<file path="src/design/rgbadp_pkg.sv">
// shared types and constants for the rgba delta decorrelation prefilter
// no dependencies; used by every module of the block
`default_nettype none

package rgbadp_pkg;

  // pixel geometry
  localparam int CH_W  = 8;
  localparam int NCH   = 4;
  localparam int PIX_W = CH_W * NCH;

  // configuration register widths
  localparam int IMG_W_W = 13;
  localparam int IMG_H_W = 16;

  // apb-style port geometry
  localparam int APB_DW = 32;
  localparam int APB_AW = 3;

  // register select, taken from address bit 2
  localparam logic REG_IMAGE_WIDTH  = 1'b0;
  localparam logic REG_IMAGE_HEIGHT = 1'b1;

  // position flags of one pixel, from the position tracker to the filter stage
  typedef struct packed {
    logic first_col;
    logic first_row;
    logic eol;
    logic eob;
    logic eoi;
  } pos_info_t;

endpackage

`default_nettype wire

</file>
<file path="src/design/rgbadp_filter.sv">
// per-channel vertical and horizontal delta filter and color decorrelation
// combinational; uses rgbadp_pkg for widths and pos_info_t
`default_nettype none

module rgbadp_filter (
  input  wire logic [rgbadp_pkg::PIX_W-1:0] pix,
  input  wire logic [rgbadp_pkg::PIX_W-1:0] up,
  input  wire logic [rgbadp_pkg::PIX_W-1:0] left,
  input  rgbadp_pkg::pos_info_t             info,
  output logic      [rgbadp_pkg::PIX_W-1:0] diff,
  output logic      [rgbadp_pkg::CH_W-1:0]  blue_minus_green,
  output logic      [rgbadp_pkg::CH_W-1:0]  green_delta,
  output logic      [rgbadp_pkg::CH_W-1:0]  red_minus_green,
  output logic      [rgbadp_pkg::CH_W-1:0]  alpha_delta
);

  localparam int CH_W = rgbadp_pkg::CH_W;

  logic [rgbadp_pkg::PIX_W-1:0] val;

  // byte lanes: B, G, R, A from low to high
  always_comb begin
    for (int c = 0; c < rgbadp_pkg::NCH; c++) begin
      // difference to the pixel above, none on the first row
      diff[c*CH_W +: CH_W] = info.first_row ? pix[c*CH_W +: CH_W]
                           : (pix[c*CH_W +: CH_W] - up[c*CH_W +: CH_W]);
      // difference to the previous delta of the row
      val[c*CH_W +: CH_W]  = info.first_col ? diff[c*CH_W +: CH_W]
                           : (diff[c*CH_W +: CH_W] - left[c*CH_W +: CH_W]);
    end
  end

  // color decorrelation against green
  assign green_delta      = val[1*CH_W +: CH_W];
  assign alpha_delta      = val[3*CH_W +: CH_W];
  assign blue_minus_green = val[0*CH_W +: CH_W] - val[1*CH_W +: CH_W];
  assign red_minus_green  = val[2*CH_W +: CH_W] - val[1*CH_W +: CH_W];

endmodule

`default_nettype wire

</file>
<file path="config.mk">
export PLATFORM = sky130hd
export DESIGN_NAME = rgbadp_filter
export DESIGN_NICKNAME = d
export VERILOG_FILES = /design/src/design/rgbadp_pkg.sv /design/src/design/rgbadp_filter.sv
export SDC_FILE = /design/constraint.sdc
export NUM_CORES = 1
export LEC_CHECK = 0
export BUFFER_PORTS_ARGS = -buffer_cell sky130_fd_sc_hd__buf_4
export CAP_MARGIN = 20
export CORE_MARGIN = 1
export CORE_UTILIZATION = 45
export DETAILED_ROUTE_END_ITERATION = 12
export PLACE_DENSITY = 0.86
export RECOVER_POWER = 50
export SLEW_MARGIN = 0
export SYNTH_ARGS = -nofsm -noshare
export SYNTH_HDL_FRONTEND = slang
export SYNTH_SLANG_ARGS = --single-unit
</file>
<file path="constraint.sdc">
create_clock -name vclk -period 7.2
set_clock_uncertainty 0.1 [all_clocks]
set_input_delay 1.8 -clock vclk [all_inputs]
set_output_delay 1.8 -clock vclk [all_outputs]
set_load 0.02 [all_outputs]
</file>
==> out/metrics.cfg <==
[run_status]
status=complete, but fails checks
violations=negative setup slack

[flow_run]
cap_violations=0

[synthesis]
synth_cell_types=43
syn_inst=515
seq_area_frac_synth=0
synth_warnings=0
syn-cell-area_um2=3630
synthesis.nets=696
avgSynthCellArea_um2=7.04

[die]
boundaryPins=165
die_y_um=91.8
rows=32
core_area_um2=7770
die_w_um=91.8
dieArea_um2=8420
start_util=0.467

[timing]
hold_viol=0
period_share=1.10
slew_headroom=0.694
grt_setup_unrepaired=true
fmax_ghz=0.127
finalSetupViolCount=8
finalCriticalPeriod_ps=7890
drv_slew=0
setup_ws_ps=-693
tightest_slew_ps=459

[grt]
antenna_found_initial=0
grtUsageMet3=0.0390
met1_usage=0.317
grt_max_degree=34
globalRouteMet2Util=0.662
grt_pass1_wl_mm=22.6
track_usage=0.329
top_usage_layer=met2
grt-ovfl-total=0
grt_pass1_vias=5164

[placed_design]
numPortBuffers=162
post-place-ws_ps=-445
gp_congestion=0.834
hpwlAfterDp_mm=9.83
dpl_cell_area_um2=5680

[cells_and_area]
drive_gt1_frac=0.488
diodes=0
flops_and_latches=0
nets=972
clockBufferCount=0
final-seq-area_um2=0
fin_util=0.832
layout_commonest_cell=buf_4
fillers=436
most-common-layout-cells=265 x buf_4, 76 x inv_1, 52 x ha_1
finalInstanceArea_um2=6470
area_delta_synth_final_pct=78.3

[route]
ant_nets=0
viasPerCell=5.69
vias=5070
routedWlPerCell_um=18.9
dr.first_iter.drc_count=297
routed_wl_mm=16.9
firstDrtPassIters=4
drc=0

[pwr]
p_total_mw=1.44
powerDensity_nw_per_um2=223
p_leak_nw=3.45
max-vdd-ir-drop_mv=0.107

[critical_path]
startpoint_type=input pin
cp-end-kind=output port
cp_data_required_time_ps=5300
cp_max_fo=3
worstPathArrival_ps=5990
worstSetupPathType=in -> out
setup.worst_path.start=up[9]

[worst_hold_path]
holdPathEnd=diff[23]
holdCritPathClass=in -> out
worstHoldPathCells=3
hold_start=pix[23]

[cts]
holdBufCountCts=0

[synth_stat cells (all sizes together), types with 2 or more instances]
cell type   n  share of area
a31oi       4         0.0069
a21oi      38          0.053
inv        88          0.091
a21o       17          0.035
buf         2         0.0021
nor3       10          0.015
xor2       26          0.065
mux2        4          0.012
xnor3       3          0.019
nor2b      15          0.026
clkbuf     10          0.013
o21ai      51          0.071
mux2i      11          0.030
nand2b     15          0.026
nand2      45          0.047
o21bai      9          0.019
o31ai       5          0.012
ha         70           0.24
o21a       11          0.023
nor2       27          0.032
fa         10          0.055
xnor2      31          0.075
[critical path, cell delays in order]
cell      delay (ps)
buf_4            110
inv_1            100
ha_1             250
nor2b_1          150
o21ai_1          180
nand2b_1         110
xnor2_1          150
o21ai_2          340
ha_4             240
o21a_1           190
o31ai_4           90
buf_4            140
buf_4            130
a21o_1           190
nor3_1           290
a21oi_1          130
buf_4            180
ha_1             220
a21oi_1          250
o221ai_2         150
xnor3_2          300
xnor2_2          150
buf_4            150
[kinds of logic (layout without fill, tap and decap cells)]
kind of cell / Yosys count / count (layout) / share of synthesized area
xor+xnor: 60 / 60 / 0.158
mux: 15 / 15 / 0.0428
buf+inv: 100 / 374 / 0.106
simple gates: 119 / 119 / 0.159
compound gates: 141 / 141 / 0.237
fa+ha+maj: 80 / 80 / 0.297
[where the power goes]
part | switching [mW] | internal, mW | total [mW] | leakage (nW)
logic | 0.748 | 0.695 | 1.44 | 3.45
clock network | 0 | 0 | 0 | 0
registers | 0 | 0 | 0 | 0
[stage by stage]
step,hold slack [ps],std cells,setup TNS (ps)
final,3820,891,-2900
after global routing,3830,891,-4000
after CTS,3820,888,-254
after detailed placement,3820,849,-1060
after global placement,3810,849,-704
after floorplan,3600,515,-356
[repair_timing]
item	CTS	global route
buffers inserted	41	11
setup endpoints to repair	4	9
resized for setup	75	39
pin swaps	50	25
gates cloned	0	0
[how the worst max path moves through the flow]
| stage | endpoint | slack, ps |
|---|---|---|
| floorplan | red_minus_green[7] | -200 |
| global placement | blue_minus_green[7] | -360 |
| detailed placement | red_minus_green[7] | -450 |
| CTS | blue_minus_green[7] | -130 |
| global route | blue_minus_green[7] | -770 |
| finish | blue_minus_green[7] | -690 |
[per-layer routing]
metal  wire length [um]  up-vias
met3               1370      132
met1               5730     2321
met4               1330        0
met5                  0        -
met2               8430      340
li1                   -     2277
[final cells by class]
class	count	area, um^2	share of cell area
Multi-Input combinational cell	415	3780	0.584
Tap cell	102	128	0.0197
Inverter	88	345	0.0534
Timing Repair Buffer	286	2220	0.343
Power figures use the tool's default switching activity.
