File: src/design/rgbadp_pkg.sv
// shared types and constants for the rgba delta decorrelation prefilter
// no dependencies; used by every module of the block
`default_nettype none

package rgbadp_pkg;

  // pixel geometry
  localparam int CH_W  = 8;
  localparam int NCH   = 4;
  localparam int PIX_W = CH_W * NCH;

  // configuration register widths
  localparam int IMG_W_W = 13;
  localparam int IMG_H_W = 16;

  // apb-style port geometry
  localparam int APB_DW = 32;
  localparam int APB_AW = 3;

  // register select, taken from address bit 2
  localparam logic REG_IMAGE_WIDTH  = 1'b0;
  localparam logic REG_IMAGE_HEIGHT = 1'b1;

  // position flags of one pixel, from the position tracker to the filter stage
  typedef struct packed {
    logic first_col;
    logic first_row;
    logic eol;
    logic eob;
    logic eoi;
  } pos_info_t;

endpackage

`default_nettype wire

File: src/design/rgbadp_pos.sv
// position tracker: column, row and block counters, line memory address, end flags
// uses rgbadp_pkg for widths and the pos_info_t struct
`default_nettype none

module rgbadp_pos #(
  parameter int MAX_WIDTH  = 4096,
  parameter int BLOCK_ROWS = 4,
  localparam int AW = (MAX_WIDTH > 1) ? $clog2(MAX_WIDTH) : 1
) (
  input  wire logic                           clk,
  input  wire logic                           rst_n,
  input  wire logic                           accept,
  input  wire logic                           frame_start,
  input  wire logic [rgbadp_pkg::IMG_W_W-1:0] image_width,
  input  wire logic [rgbadp_pkg::IMG_H_W-1:0] image_height,
  output logic      [AW-1:0]                  rd_addr,
  output rgbadp_pkg::pos_info_t               info
);

  localparam int CW = $clog2(MAX_WIDTH + 1);
  localparam int BW = (BLOCK_ROWS > 1) ? $clog2(BLOCK_ROWS) : 1;
  localparam int HW = rgbadp_pkg::IMG_H_W;

  logic [CW-1:0] col_cnt_r, col_cnt_nxt;
  logic [HW-1:0] row_cnt_r, row_cnt_nxt;
  logic [BW-1:0] blk_cnt_r, blk_cnt_nxt;

  logic [31:0]   iw_ext;
  logic [CW-1:0] eff_w;
  logic [HW-1:0] eff_h;
  logic [CW-1:0] cc_base, cc;
  logic [HW-1:0] rc_base;
  logic [BW-1:0] blk_base;
  logic          eol, eoi, eob, row_end, blk_end;

  // effective image size: zero acts as one, width capped at the line length
  assign iw_ext = 32'(image_width);

  always_comb begin
    if (image_width == '0) begin
      eff_w = CW'(1);
    end else if (iw_ext > 32'(MAX_WIDTH)) begin
      eff_w = CW'(MAX_WIDTH);
    end else begin
      eff_w = CW'(iw_ext);
    end
  end

  assign eff_h = (image_height == '0) ? HW'(1) : image_height;

  // frame start restarts the position before the pixel is taken
  assign cc_base  = frame_start ? '0 : col_cnt_r;
  assign rc_base  = frame_start ? '0 : row_cnt_r;
  assign blk_base = frame_start ? '0 : blk_cnt_r;

  // a column beyond a shrunk width ends its row here
  assign cc = (cc_base >= eff_w) ? (eff_w - CW'(1)) : cc_base;

  // end flags
  assign eol     = (cc == (eff_w - CW'(1)));
  assign row_end = ({1'b0, rc_base} + (HW+1)'(1)) >= {1'b0, eff_h};
  assign blk_end = (blk_base == BW'(BLOCK_ROWS - 1));
  assign eoi     = eol && row_end;
  assign eob     = eol && (eoi || blk_end);

  assign rd_addr        = cc[AW-1:0];
  assign info.first_col = (cc == '0);
  assign info.first_row = (rc_base == '0);
  assign info.eol       = eol;
  assign info.eob       = eob;
  assign info.eoi       = eoi;

  // counter advance
  always_comb begin
    col_cnt_nxt = CW'(cc + CW'(1));
    row_cnt_nxt = rc_base;
    blk_cnt_nxt = blk_base;
    if (eol) begin
      col_cnt_nxt = '0;
      if (eoi) begin
        row_cnt_nxt = '0;
        blk_cnt_nxt = '0;
      end else begin
        row_cnt_nxt = rc_base + HW'(1);
        blk_cnt_nxt = blk_end ? '0 : (blk_base + BW'(1));
      end
    end
  end

  always_ff @(posedge clk) begin
    if (!rst_n) begin
      col_cnt_r <= '0;
      row_cnt_r <= '0;
      blk_cnt_r <= '0;
    end else if (accept) begin
      col_cnt_r <= col_cnt_nxt;
      row_cnt_r <= row_cnt_nxt;
      blk_cnt_r <= blk_cnt_nxt;
    end
  end

endmodule

`default_nettype wire

File: config.mk
export PLATFORM = sky130hd
export DESIGN_NAME = rgbadp_pos
export DESIGN_NICKNAME = d
export VERILOG_FILES = /design/src/design/rgbadp_pkg.sv /design/src/design/rgbadp_pos.sv
export SDC_FILE = /design/constraint.sdc
export NUM_CORES = 1
export LEC_CHECK = 0
export ABC_AREA = 1
export BUFFER_PORTS_ARGS = -buffer_cell sky130_fd_sc_hd__buf_2
export CAP_MARGIN = 10
export CORE_ASPECT_RATIO = 0.8
export CORE_MARGIN = 2
export CORE_UTILIZATION = 55
export CTS_BUF_LIST = sky130_fd_sc_hd__clkbuf_8
export CTS_CLUSTER_SIZE = 16
export DETAILED_ROUTE_END_ITERATION = 8
export PLACE_DENSITY = 0.79
export REMOVE_ABC_BUFFERS = 1
export SKIP_LAST_GASP = 1
export SYNTH_ARGS = -nofsm -noshare
export SYNTH_HDL_FRONTEND = slang
export SYNTH_SLANG_ARGS = --single-unit
File: constraint.sdc
create_clock -name clk -period 3.2 [get_ports clk]
set_input_delay 0 -clock clk [delete_from_list [all_inputs] [get_ports clk]]
set_output_delay 0 -clock clk [all_outputs]
set_load 0.03 [all_outputs]
==> results of run 1 <==
-- cell type report --
class,count,area share
Clock inverter,3,0.00276
Tap cell,108,0.0229
Inverter,111,0.0707
Sequential cell,31,0.106
Clock buffer,5,0.0117
Multi-Input combinational cell,575,0.608
Timing Repair Buffer,140,0.178
-- cell families (layout without fill, tap and decap cells) --
logic type               count (synthesis)  after routing
adder cells (fa/ha/maj)                 34             34
AND/OR/NAND/NOR                        447            447
buffers and inverters                  144            259
XOR/XNOR                                21             21
flip-flops                              31             31
AO/OA/AOI/OAI                           73             73
-- state kept, by name, summed over array words and instances, names as in the netlist --
register / cells
col_cnt_r: 13
blk_cnt_r: 2
row_cnt_r: 16
-- worst max path at each step --
stage	from	endpoint	slack, ns	cells after the start
floorplan	image_width[8]	col_cnt_r[8]	-0.56	24
finish	row_cnt_r[2]	row_cnt_r[15]	-0.38	21
global placement	row_cnt_r[1]	row_cnt_r[11]	-0.43	18
global route	row_cnt_r[1]	row_cnt_r[15]	-0.50	23
detailed placement	row_cnt_r[0]	row_cnt_r[3]	-0.64	17
CTS	row_cnt_r[1]	info[1]	-0.14	18
-- metal layers --
layer | up-vias | share of wire
li1 | 2719 | -
met1 | 2627 | 0.39
met2 | 476 | 0.43
met3 | 115 | 0.13
met4 | 0 | 0.049
met5 | - | 0
-- power by group --
part	switching (mW)	leakage, nW	internal, mW
Combinational	0.278	2.78	0.146
Sequential	0.00202	0.252	0.389
Clock	0.178	0.0453	0.149
-- worst max-delay path, delay by kind of cell (launching register included) --
kind            cells  cell delay, ns
simple gates       10            1.44
flops               1            0.34
fa+ha+maj           1            0.31
buf+inv             7            0.97
compound gates      2            0.14
xor+xnor            1            0.18
-- Yosys cell counts, types with 5 or more instances --
cell | count | area share
nand2_1 | 205 | 0.17
inv_1 | 104 | 0.087
nand3_1 | 77 | 0.086
nand4_1 | 62 | 0.087
nor2_1 | 47 | 0.040
a21oi_1 | 42 | 0.047
ha_1 | 34 | 0.095
dfxtp_1 | 31 | 0.14
xor2_1 | 17 | 0.033
nand2_2 | 12 | 0.017
buf_6 | 10 | 0.025
clkbuf_1 | 9 | 0.0076
nor2_2 | 9 | 0.013
nor4_1 | 9 | 0.013
o21ai_0 | 9 | 0.010
nor3_1 | 8 | 0.0090
inv_2 | 6 | 0.0050
buf_2 | 5 | 0.0056
buf_4 | 5 | 0.0084
nand2_4 | 5 | 0.013
nor2_4 | 5 | 0.013
o21ai_1 | 5 | 0.0056
-- timing repair --
item	4_1_cts	5_1_grt
gates resized for setup	38	53
setup buffers	12	12
pin swaps	33	47
cloned	0	1
endpoints found under the setup margin	21	33
-- through the flow --
step	power, mW	hold WS (ns)
6_report	1.14	0.277
5_1_grt	1.19	0.279
4_1_cts	1.09	0.236
3_5_place_dp	0.777	0.456
3_3_place_gp	0.766	0.452
2_1_floorplan	0.637	0.160
==> impl_metrics.py, run 1 <==
metrics = {
    "floorplan": {
        "chipWidth_um": 105,
        "die_h_um": 84.6,
        "io_pins": 50,
        "rows": 29,
        "start_util": 0.564,
        "dieArea_um2": 8860,
        "core_um2": 7910,
    },
    "critical_path": {
        "crit_type": "reg2reg",
        "max_stage_delay_ns": 0.34,
        "worst-r2r-setup-slack_ns": -0.38,
        "cp_data_arrival_time_ns": 3.71,
        "worst-path-max-fanout": 8,
        "r2r-end": "row_cnt_r[15]",
        "rr_startpoint": "row_cnt_r[2]",
        "cp-end-kind": "register",
        "rr_worst_depth": 21,
        "startpoint_type": "register",
        "crit_required_ns": 3.32,
        "cpMaxStageDelayCell": "dfxtp_2",
        "crit_chain": "nand2_2 > nor3_4 > nand3_2 > nor4_4 > buf_4 > buf_4 > nand2_1 > xor2_1 > inv_1 > ha_1 > nand2_1 > buf_4 > nor3_4 > buf_6 > a21oi_4 > buf_12 > buf_12 > nand4_1 > nand3_1 > nand3_1 > a21oi_1",
        "path_common_cell": "buf_4",
    },
    "sta": {
        "final.setup_skew_ns": 0.00276,
        "relSlewSlack": 0.225,
        "rsz0062_at_grt": "true",
        "timing_hold_violations_final": 0,
        "setup_tns_ns": -5.25,
        "max_slew.worst_pin.slew_ns": 1.16,
        "fin_crit_ns": 3.58,
        "fin_crit_sh": 1.12,
        "setup_ws_ns": -0.383,
        "fmax_mhz": 279,
        "slew_viol_final": 0,
        "setup_viol": 20,
    },
    "placed_design": {
        "port_buffers": 49,
        "place.gp.congestion": 0.955,
        "dp_cells": 940,
        "pre_cts_ws_ns": -0.639,
        "dpl-instance-area_um2": 5130,
        "hpwl_um": 10300,
    },
    "global_route": {
        "antenna_found_initial": 0,
        "grt-ovfl-total": 0,
        "grt.total_usage": 0.321,
        "grt_start_max_net_pins": 33,
        "grt_use_met1": 0.462,
        "grt_pass1_vias": 5075,
        "grt_use_met3": 0.0559,
        "grt_pass1_wl_um": 23600,
        "grt_busiest_layer": "met2",
        "grt_use_met2": 0.506,
    },
    "synth": {
        "netlist_instances": 750,
        "synth_edf_count": 0,
        "synth-xor-area-share": 0.0412,
        "ys_seq_area_frac": 0.139,
        "synth_top_family_by_area": "simple AND/OR/NAND/NOR gates",
        "synth-seq-cells": 31,
        "syn-cell-area_um2": 4460,
        "yosys_warnings": 0,
        "synth.area.mux_share": 0,
        "avgSynthCellArea_um2": 5.95,
        "async_flop_share": 0,
        "synthSimpleGateAreaFrac": 0.481,
        "synthAdderAreaFrac": 0.0953,
        "synth_compound_area_frac": 0.0998,
        "netlist-cell-type-count": 42,
        "synthFlopType": "dfxtp_1",
    },
    "clock_tree": {
        "hold_buffers": 0,
        "clk_pin_slew_worst_paths_ns": 0.08,
        "cts_sinks": 31,
        "htreeDepth": 2,
        "root_buffer": "clkbuf_8",
        "clk_latency_ns": 0.29,
        "numCtsBuffers": 5,
        "clk_path_buf_depth": 2,
        "cts_tree": "built",
    },
    "finish": {
        "design_area_um2": 5890,
        "post-route-util": 0.745,
        "layout_common_cells": "nand2_1 (200), inv_1 (100), buf_4 (81)",
        "fillCellCount": 591,
        "multiInputGateArea_um2": 3580,
        "nets": 931,
        "n_antenna_cell": 0,
        "mostFrequentLayoutCell": "nand2_1",
        "ff_latch_area_um2": 624,
        "drive_above_1_share": 0.295,
        "instances_no_fill": 973,
        "area_growth_pct": 32.0,
    },
    "pwr": {
        "p_leak_nw": 3.08,
        "ir_worst_vdd_mv": 0.136,
        "power_density_nw_per_um2": 194,
    },
    "job": {
        "cap_violations": 0,
    },
    "outcome": {
        "status": "finished with violations",
        "violations": "DRC, setup timing",
    },
    "route": {
        "drc": 3,
        "dr.first_iter.drc_count": 877,
        "drt.antenna.violating_nets": 0,
        "via_per_inst": 6.10,
        "via_count": 5937,
        "routed_wl_um": 16700,
        "first_pass_iters": 9,
        "wl_per_cell_um": 17.1,
    },
    "worst_hold_path": {
        "min_path_cells": 4,
        "holdPathEnd": "row_cnt_r[11]",
        "hp-start": "accept",
        "min_path_type": "in2reg",
    },
}
Note: power is estimated with default switching activity, not from simulation.
==> inputs of run 2 (changes only) <==
- BUFFER_PORTS_ARGS: -buffer_cell sky130_fd_sc_hd__buf_2 -> unset
- DONT_BUFFER_PORTS: unset -> 1
- PLACE_DENSITY: 0.79 -> 0.73
==> run 2 against run 1 <==
- the run ends with setup timing left
- final cell count shrank 5.5%
- count of clock-buffer cells in the layout is 1 higher
- design area fell by 5.8%
- combinational power shrank 11%
- routed wire length decreased by 13%
- maximum frequency grew 1.0%
- core utilization decreased by 4.3 points
- flip-flop and latch count stayed put
- first-iteration DRC count down 39%
- sequential share of layout area is 0.67 points higher
- critical path type is now reg2out
- highest routed layer unchanged
==> impl_metrics.py, run 2 (same netlist as run 1, synthesis figures left out) <==
metrics = {
    "route": {
        "dr.first_iter.drc_count": 534,
        "via_per_inst": 5.93,
        "first_pass_iters": 6,
        "wl_per_cell_um": 15.9,
        "drt.antenna.violating_nets": 0,
        "via_count": 5454,
        "routed_wl_um": 14600,
        "drc": 0,
    },
    "finish": {
        "instances_no_fill": 919,
        "n_antenna_cell": 0,
        "top_register": "row_cnt_r",
        "largest_register_ffs": 16,
        "area_growth_pct": 24.4,
        "drive_above_1_share": 0.248,
        "top_regs": "row_cnt_r x16, col_cnt_r x13, blk_cnt_r x2",
        "mostFrequentLayoutCell": "nand2_1",
        "layout_common_cells": "nand2_1 (196), inv_1 (96), buf_4 (73)",
        "nets": 878,
    },
    "critical_path": {
        "worst-path-max-fanout": 19,
        "startpoint_type": "register",
        "cp-end-kind": "primary output",
        "crit_required_ns": 3.20,
        "crit_type": "reg2out",
        "cp_data_arrival_time_ns": 3.55,
    },
    "pwr": {
        "p_int_mw": 0.688,
        "power_density_nw_per_um2": 198,
        "swShare": 0.374,
        "power.total_mw": 1.10,
        "ir_worst_vdd_mv": 0.232,
        "p_clk_frac": 0.300,
        "p_comb_frac": 0.344,
        "seq_power_share": 0.357,
        "p_leak_nw": 2.82,
        "p_sw_mw": 0.411,
    },
    "sta": {
        "setup_viol": 20,
        "slew_viol_final": 0,
        "rsz0062_at_grt": "true",
        "relSlewSlack": 0.329,
        "setup_ws_ns": -0.347,
        "fmax_mhz": 282,
        "timing_hold_violations_final": 0,
        "setup_tns_ns": -3.59,
        "fin_crit_sh": 1.11,
        "holdWs_ns": 0.102,
        "final.setup_skew_ns": 0.0122,
        "fin_crit_ns": 3.55,
        "max_slew.worst_pin.slew_ns": 1.00,
    },
    "clock_tree": {
        "clk_pin_slew_worst_paths_ns": 0.08,
        "clk_path_buf_depth": 2,
        "cts_sinks": 31,
        "htreeDepth": 2,
        "root_buffer": "clkbuf_8",
        "clk_latency_ns": 0.30,
        "numCtsBuffers": 5,
        "cts_tree": "built",
    },
    "global_route": {
        "grt-ovfl-total": 0,
        "grt_pass1_vias": 4742,
        "grt_pass1_wl_um": 22200,
        "grt.total_usage": 0.303,
        "antenna_found_initial": 0,
        "grt_start_max_net_pins": 32,
    },
    "placed_design": {
        "pre_cts_ws_ns": -0.493,
        "port_buffers": 0,
        "hpwl_um": 10200,
        "place.gp.congestion": 0.933,
        "dp_cells": 886,
    },
    "outcome": {
        "violations": "setup timing",
        "status": "finished with violations",
    },
    "floorplan": {
        "die_h_um": 84.6,
        "dieArea_um2": 8860,
        "io_pins": 50,
        "rows": 29,
        "core_um2": 7910,
        "start_util": 0.564,
        "chipWidth_um": 105,
    },
    "worst_hold_path": {
        "min_path_type": "in2reg",
    },
    "job": {
        "cap_violations": 0,
    },
}
run 2: cell count changes in the layout (fill, tap and decap cells not counted), moves of 4 or more:
cell | before | now
nand3_1 | 65 | 69
inv_1 | 100 | 96
buf_4 | 81 | 73
buf_2 | 46 | 0
nand2_1 | 200 | 196
run 2: worst paths after layout:
path / startpoint / to / slack, ns / depth (start not counted)
max: row_cnt_r[1] / info[1] / -0.35 / 20
min: frame_start / row_cnt_r[11] / 0.10 / 5
max reg2reg: row_cnt_r[2] / row_cnt_r[10] / -0.20 / 19
min reg2reg: col_cnt_r[10] / col_cnt_r[10] / 0.46 / 2
run 2: cell type report:
cell class,instances,area (µm²)
multi-input combinational,575,3510
fill,674,2360
clock buffer,6,82.6
clock inverter,1,5.00
sequential,31,626
timing repair buffer,87,771
tap,108,135
inverter,111,422
run 2: repair_timing:
action,4_1_cts,5_1_grt
resized for setup,25,64
setup buffers,14,10
setup endpoints to repair,21,35
hold buffers,1,0
pin swaps,14,49
gates cloned,0,1
hold endpoints to repair,24,0
run 2: layer usage:
metal	track usage	vias to the layer above	routed length, µm
li1	-	2609	-
met1	0.435	2531	6340
met2	0.483	285	6610
met3	0.0559	29	1430
met4	0.0509	0	199
met5	0	-	0
run 2: power by group through the flow:
| stage | clock, mW | combinational, mW | sequential, mW |
|---|---|---|---|
| CTS | 0.325 | 0.344 | 0.392 |
| finish | 0.329 | 0.378 | 0.392 |
| floorplan | 0 | 0.237 | 0.400 |
| global route | 0.340 | 0.412 | 0.392 |
| global placement | 0 | 0.320 | 0.400 |
| detailed placement | 0 | 0.333 | 0.401 |
run 2: metrics by stage:
step,instance area (µm²),utilization
final,5550,0.702
after global routing,5550,0.702
after CTS,5180,0.654
after detailed placement,4870,0.616
after global placement,4870,0.616
after floorplan,4240,-
run 2: worst max-delay path, cell delays in order (launching register included):
cell	delay (ns)
dfxtp_2	0.35
inv_2	0.06
nor2_2	0.13
ha_2	0.20
nand3_2	0.07
inv_2	0.09
nand3_4	0.09
nor3_2	0.20
buf_4	0.15
xor2_1	0.15
inv_1	0.09
ha_1	0.33
buf_4	0.12
nand2_1	0.05
nor4_1	0.35
nand3_1	0.13
buf_4	0.24
nand3_4	0.12
nor2_2	0.04
nor2_1	0.09
buf_4	0.17
==> inputs of run 3 (changes only) <==
- ABC_AREA: 1 -> 0
==> run 3 against run 2 <==
- the run ends with DRC, setup timing left
- global-route usage increased by 8.7 points
- worst setup slack lost 0.63 ns
- first-iteration DRC count is 130% higher
- flip-flop and latch count stayed put
- count of clock-buffer cells in the layout stayed put
- highest routed layer unchanged
==> impl_metrics.py, run 3 <==
metrics = {
    "outcome": {
        "status": "finished with violations",
        "violations": "DRC, setup timing",
    },
    "synth": {
        "synth_top_area_share": 0.164,
        "async_flop_share": 0,
        "synth_common_cells": "nand2_1 (45), ha_1 (34), inv_1 (34)",
        "synth-seq-cells": 31,
        "ys_seq_area_frac": 0.164,
        "netlist-cell-type-count": 75,
        "synthFlopType": "dfxtp_1",
        "avgSynthCellArea_um2": 7.71,
        "synth_area_leaders": "dfxtp_1 (16%), ha_1 (11%), a22o_1 (6.0%)",
        "synth.most_common_cell": "nand2_1",
        "syn-cell-area_um2": 3790,
        "synth_edf_count": 0,
        "yosys.area.top_type": "dfxtp_1",
        "netlist_instances": 492,
        "yosys_warnings": 0,
    },
    "sta": {
        "max_slew.worst_pin.slew_ns": 0.942,
        "final.setup_skew_ns": 0.00571,
        "rsz0062_at_grt": "true",
        "relSlewSlack": 0.371,
        "setup_ws_ns": -0.975,
        "slew_viol_final": 0,
        "fin_crit_ns": 4.17,
        "fmax_mhz": 240,
        "fin_crit_sh": 1.30,
        "setup_tns_ns": -17.57,
        "setup_viol": 30,
        "timing_hold_violations_final": 0,
    },
    "critical_path": {
        "cpMaxStageDelayCell": "dfxtp_2",
        "crit_family": "simple AND/OR/NAND/NOR gates",
        "crit_type": "reg2reg",
        "path_common_cell": "buf_4",
        "crit_chain": "buf_4 > and4b_1 > nand3_1 > nor3_2 > buf_4 > nand2_1 > nor2_1 > xnor2_1 > nor2_1 > ha_1 > nand4_1 > nor3_2 > a21oi_2 > o311ai_2 > buf_4 > a31oi_4 > buf_6 > buf_4 > a31o_1 > a22o_1",
        "worst-r2r-setup-slack_ns": -0.97,
        "rr_worst_depth": 20,
        "startpoint_type": "register",
        "cp_data_arrival_time_ns": 4.36,
        "path_buf_inv": 5,
        "path_depth": 20,
        "rr_startpoint": "row_cnt_r[2]",
        "max_stage_delay_ns": 0.38,
        "worst-path-max-fanout": 4,
        "cp-end-kind": "register",
        "r2r-end": "row_cnt_r[12]",
        "crit_required_ns": 3.38,
    },
    "route": {
        "drc": 62,
        "via_per_inst": 7.42,
        "drt.antenna.violating_nets": 0,
        "wl_per_cell_um": 26.7,
        "first_pass_iters": 9,
        "routed_wl_um": 19500,
        "dr.first_iter.drc_count": 1219,
        "via_count": 5417,
    },
    "floorplan": {
        "die_h_um": 78.3,
        "dieArea_um2": 7580,
        "rows": 27,
        "chipWidth_um": 96.8,
        "core_um2": 6790,
        "io_pins": 50,
        "start_util": 0.559,
    },
    "clock_tree": {
        "clk_latency_ns": 0.30,
        "htreeDepth": 2,
        "cts_sinks": 31,
        "clk_path_buf_depth": 2,
        "root_buffer": "clkbuf_8",
        "numCtsBuffers": 5,
        "clk_pin_slew_worst_paths_ns": 0.08,
        "cts_tree": "built",
    },
    "job": {
        "cap_violations": 0,
    },
    "finish": {
        "nets": 709,
        "top_regs": "row_cnt_r x16, col_cnt_r x13, blk_cnt_r x2",
        "area_growth_pct": 49.5,
        "post-route-util": 0.835,
        "top_register": "row_cnt_r",
        "largest_register_ffs": 16,
        "drive_above_1_share": 0.409,
        "mostFrequentLayoutCell": "buf_4",
        "instances_no_fill": 730,
        "layout_common_cells": "buf_4 (149), nand2_1 (42), inv_1 (28)",
        "n_antenna_cell": 0,
    },
    "placed_design": {
        "hpwl_um": 9870,
        "place.gp.congestion": 1.03,
        "dp_cells": 669,
        "port_buffers": 0,
    },
    "worst_hold_path": {
        "hp-start": "frame_start",
        "min_path_type": "in2reg",
        "min_path_cells": 2,
        "holdPathEnd": "row_cnt_r[4]",
    },
    "global_route": {
        "antenna_found_initial": 0,
        "grt-ovfl-total": 0,
        "grt_pass1_vias": 4632,
        "grt.total_usage": 0.390,
        "grt_pass1_wl_um": 23800,
        "grt_start_max_net_pins": 29,
    },
    "pwr": {
        "swShare": 0.326,
        "power_density_nw_per_um2": 210,
        "p_int_mw": 0.802,
        "p_comb_frac": 0.304,
        "seq_power_share": 0.334,
        "p_sw_mw": 0.388,
        "ir_worst_vdd_mv": 0.302,
        "p_leak_nw": 2.53,
        "p_clk_frac": 0.362,
    },
}
## run 3: how the worst max path moves through the flow
stage / startpoint / slack (ns) / to
2_1_floorplan: image_width[8] / -1.04 / col_cnt_r[10]
3_3_place_gp: row_cnt_r[0] / -0.29 / row_cnt_r[5]
3_5_place_dp: row_cnt_r[0] / -0.51 / row_cnt_r[5]
4_1_cts: row_cnt_r[0] / -0.36 / info[1]
5_1_grt: row_cnt_r[1] / -1.02 / info[0]
6_report: row_cnt_r[2] / -0.97 / row_cnt_r[12]
## run 3: layer usage
layer / vias to the layer above / share of wire / track usage
li1: 2143 / - / -
met5: - / 0 / 0
met4: 0 / 0.096 / 0.193
met2: 604 / 0.41 / 0.594
met1: 2451 / 0.33 / 0.511
met3: 219 / 0.16 / 0.104
## run 3: cells by family after synthesis
kind of cell	count (synthesis)	synth area share
AND/OR/NAND/NOR	192	0.280
AO/OA/AOI/OAI	126	0.257
buffers and inverters	64	0.0755
adder cells (fa/ha/maj)	34	0.112
flip-flops	31	0.164
XOR/XNOR	28	0.0647
multiplexers	17	0.0468
## run 3: layout make-up
| class | count | area, µm² |
|---|---|---|
| sequential | 31 | 627 |
| multi-input combinational | 398 | 3260 |
| clock buffer | 6 | 82.6 |
| inverter | 36 | 146 |
| tap | 87 | 109 |
| timing repair buffer | 170 | 1410 |
| fill | 334 | 1120 |
| clock inverter | 2 | 35.0 |
## run 3: power groups by stage
stage	combinational (mW)	sequential, mW	clock [mW]
floorplan	0.168	0.405	0
global placement	0.268	0.406	0
detailed placement	0.273	0.406	0
CTS	0.288	0.397	0.408
global route	0.375	0.399	0.436
finish	0.362	0.398	0.431
## run 3: timing repair
action | in CTS | in global routing
hold endpoints to repair | 6 | 1
cloned | 0 | 3
endpoints found under the setup margin | 25 | 33
buffers inserted | 28 | 20
hold buffers | 3 | 1
gates resized for setup | 34 | 70
pin swaps | 21 | 32
## run 3: per-stage QoR
stage | cell area (µm²) | setup slack (ns) | hold slack (ns) | total power, mW
after floorplan | 3640 | -1.04 | 0.152 | 0.573
after global placement | 4660 | -0.289 | 0.157 | 0.673
after detailed placement | 4660 | -0.515 | 0.164 | 0.679
after CTS | 5140 | -0.364 | 0.00463 | 1.09
after global routing | 5670 | -1.02 | 0.0623 | 1.21
final | 5670 | -0.975 | 0.0635 | 1.19
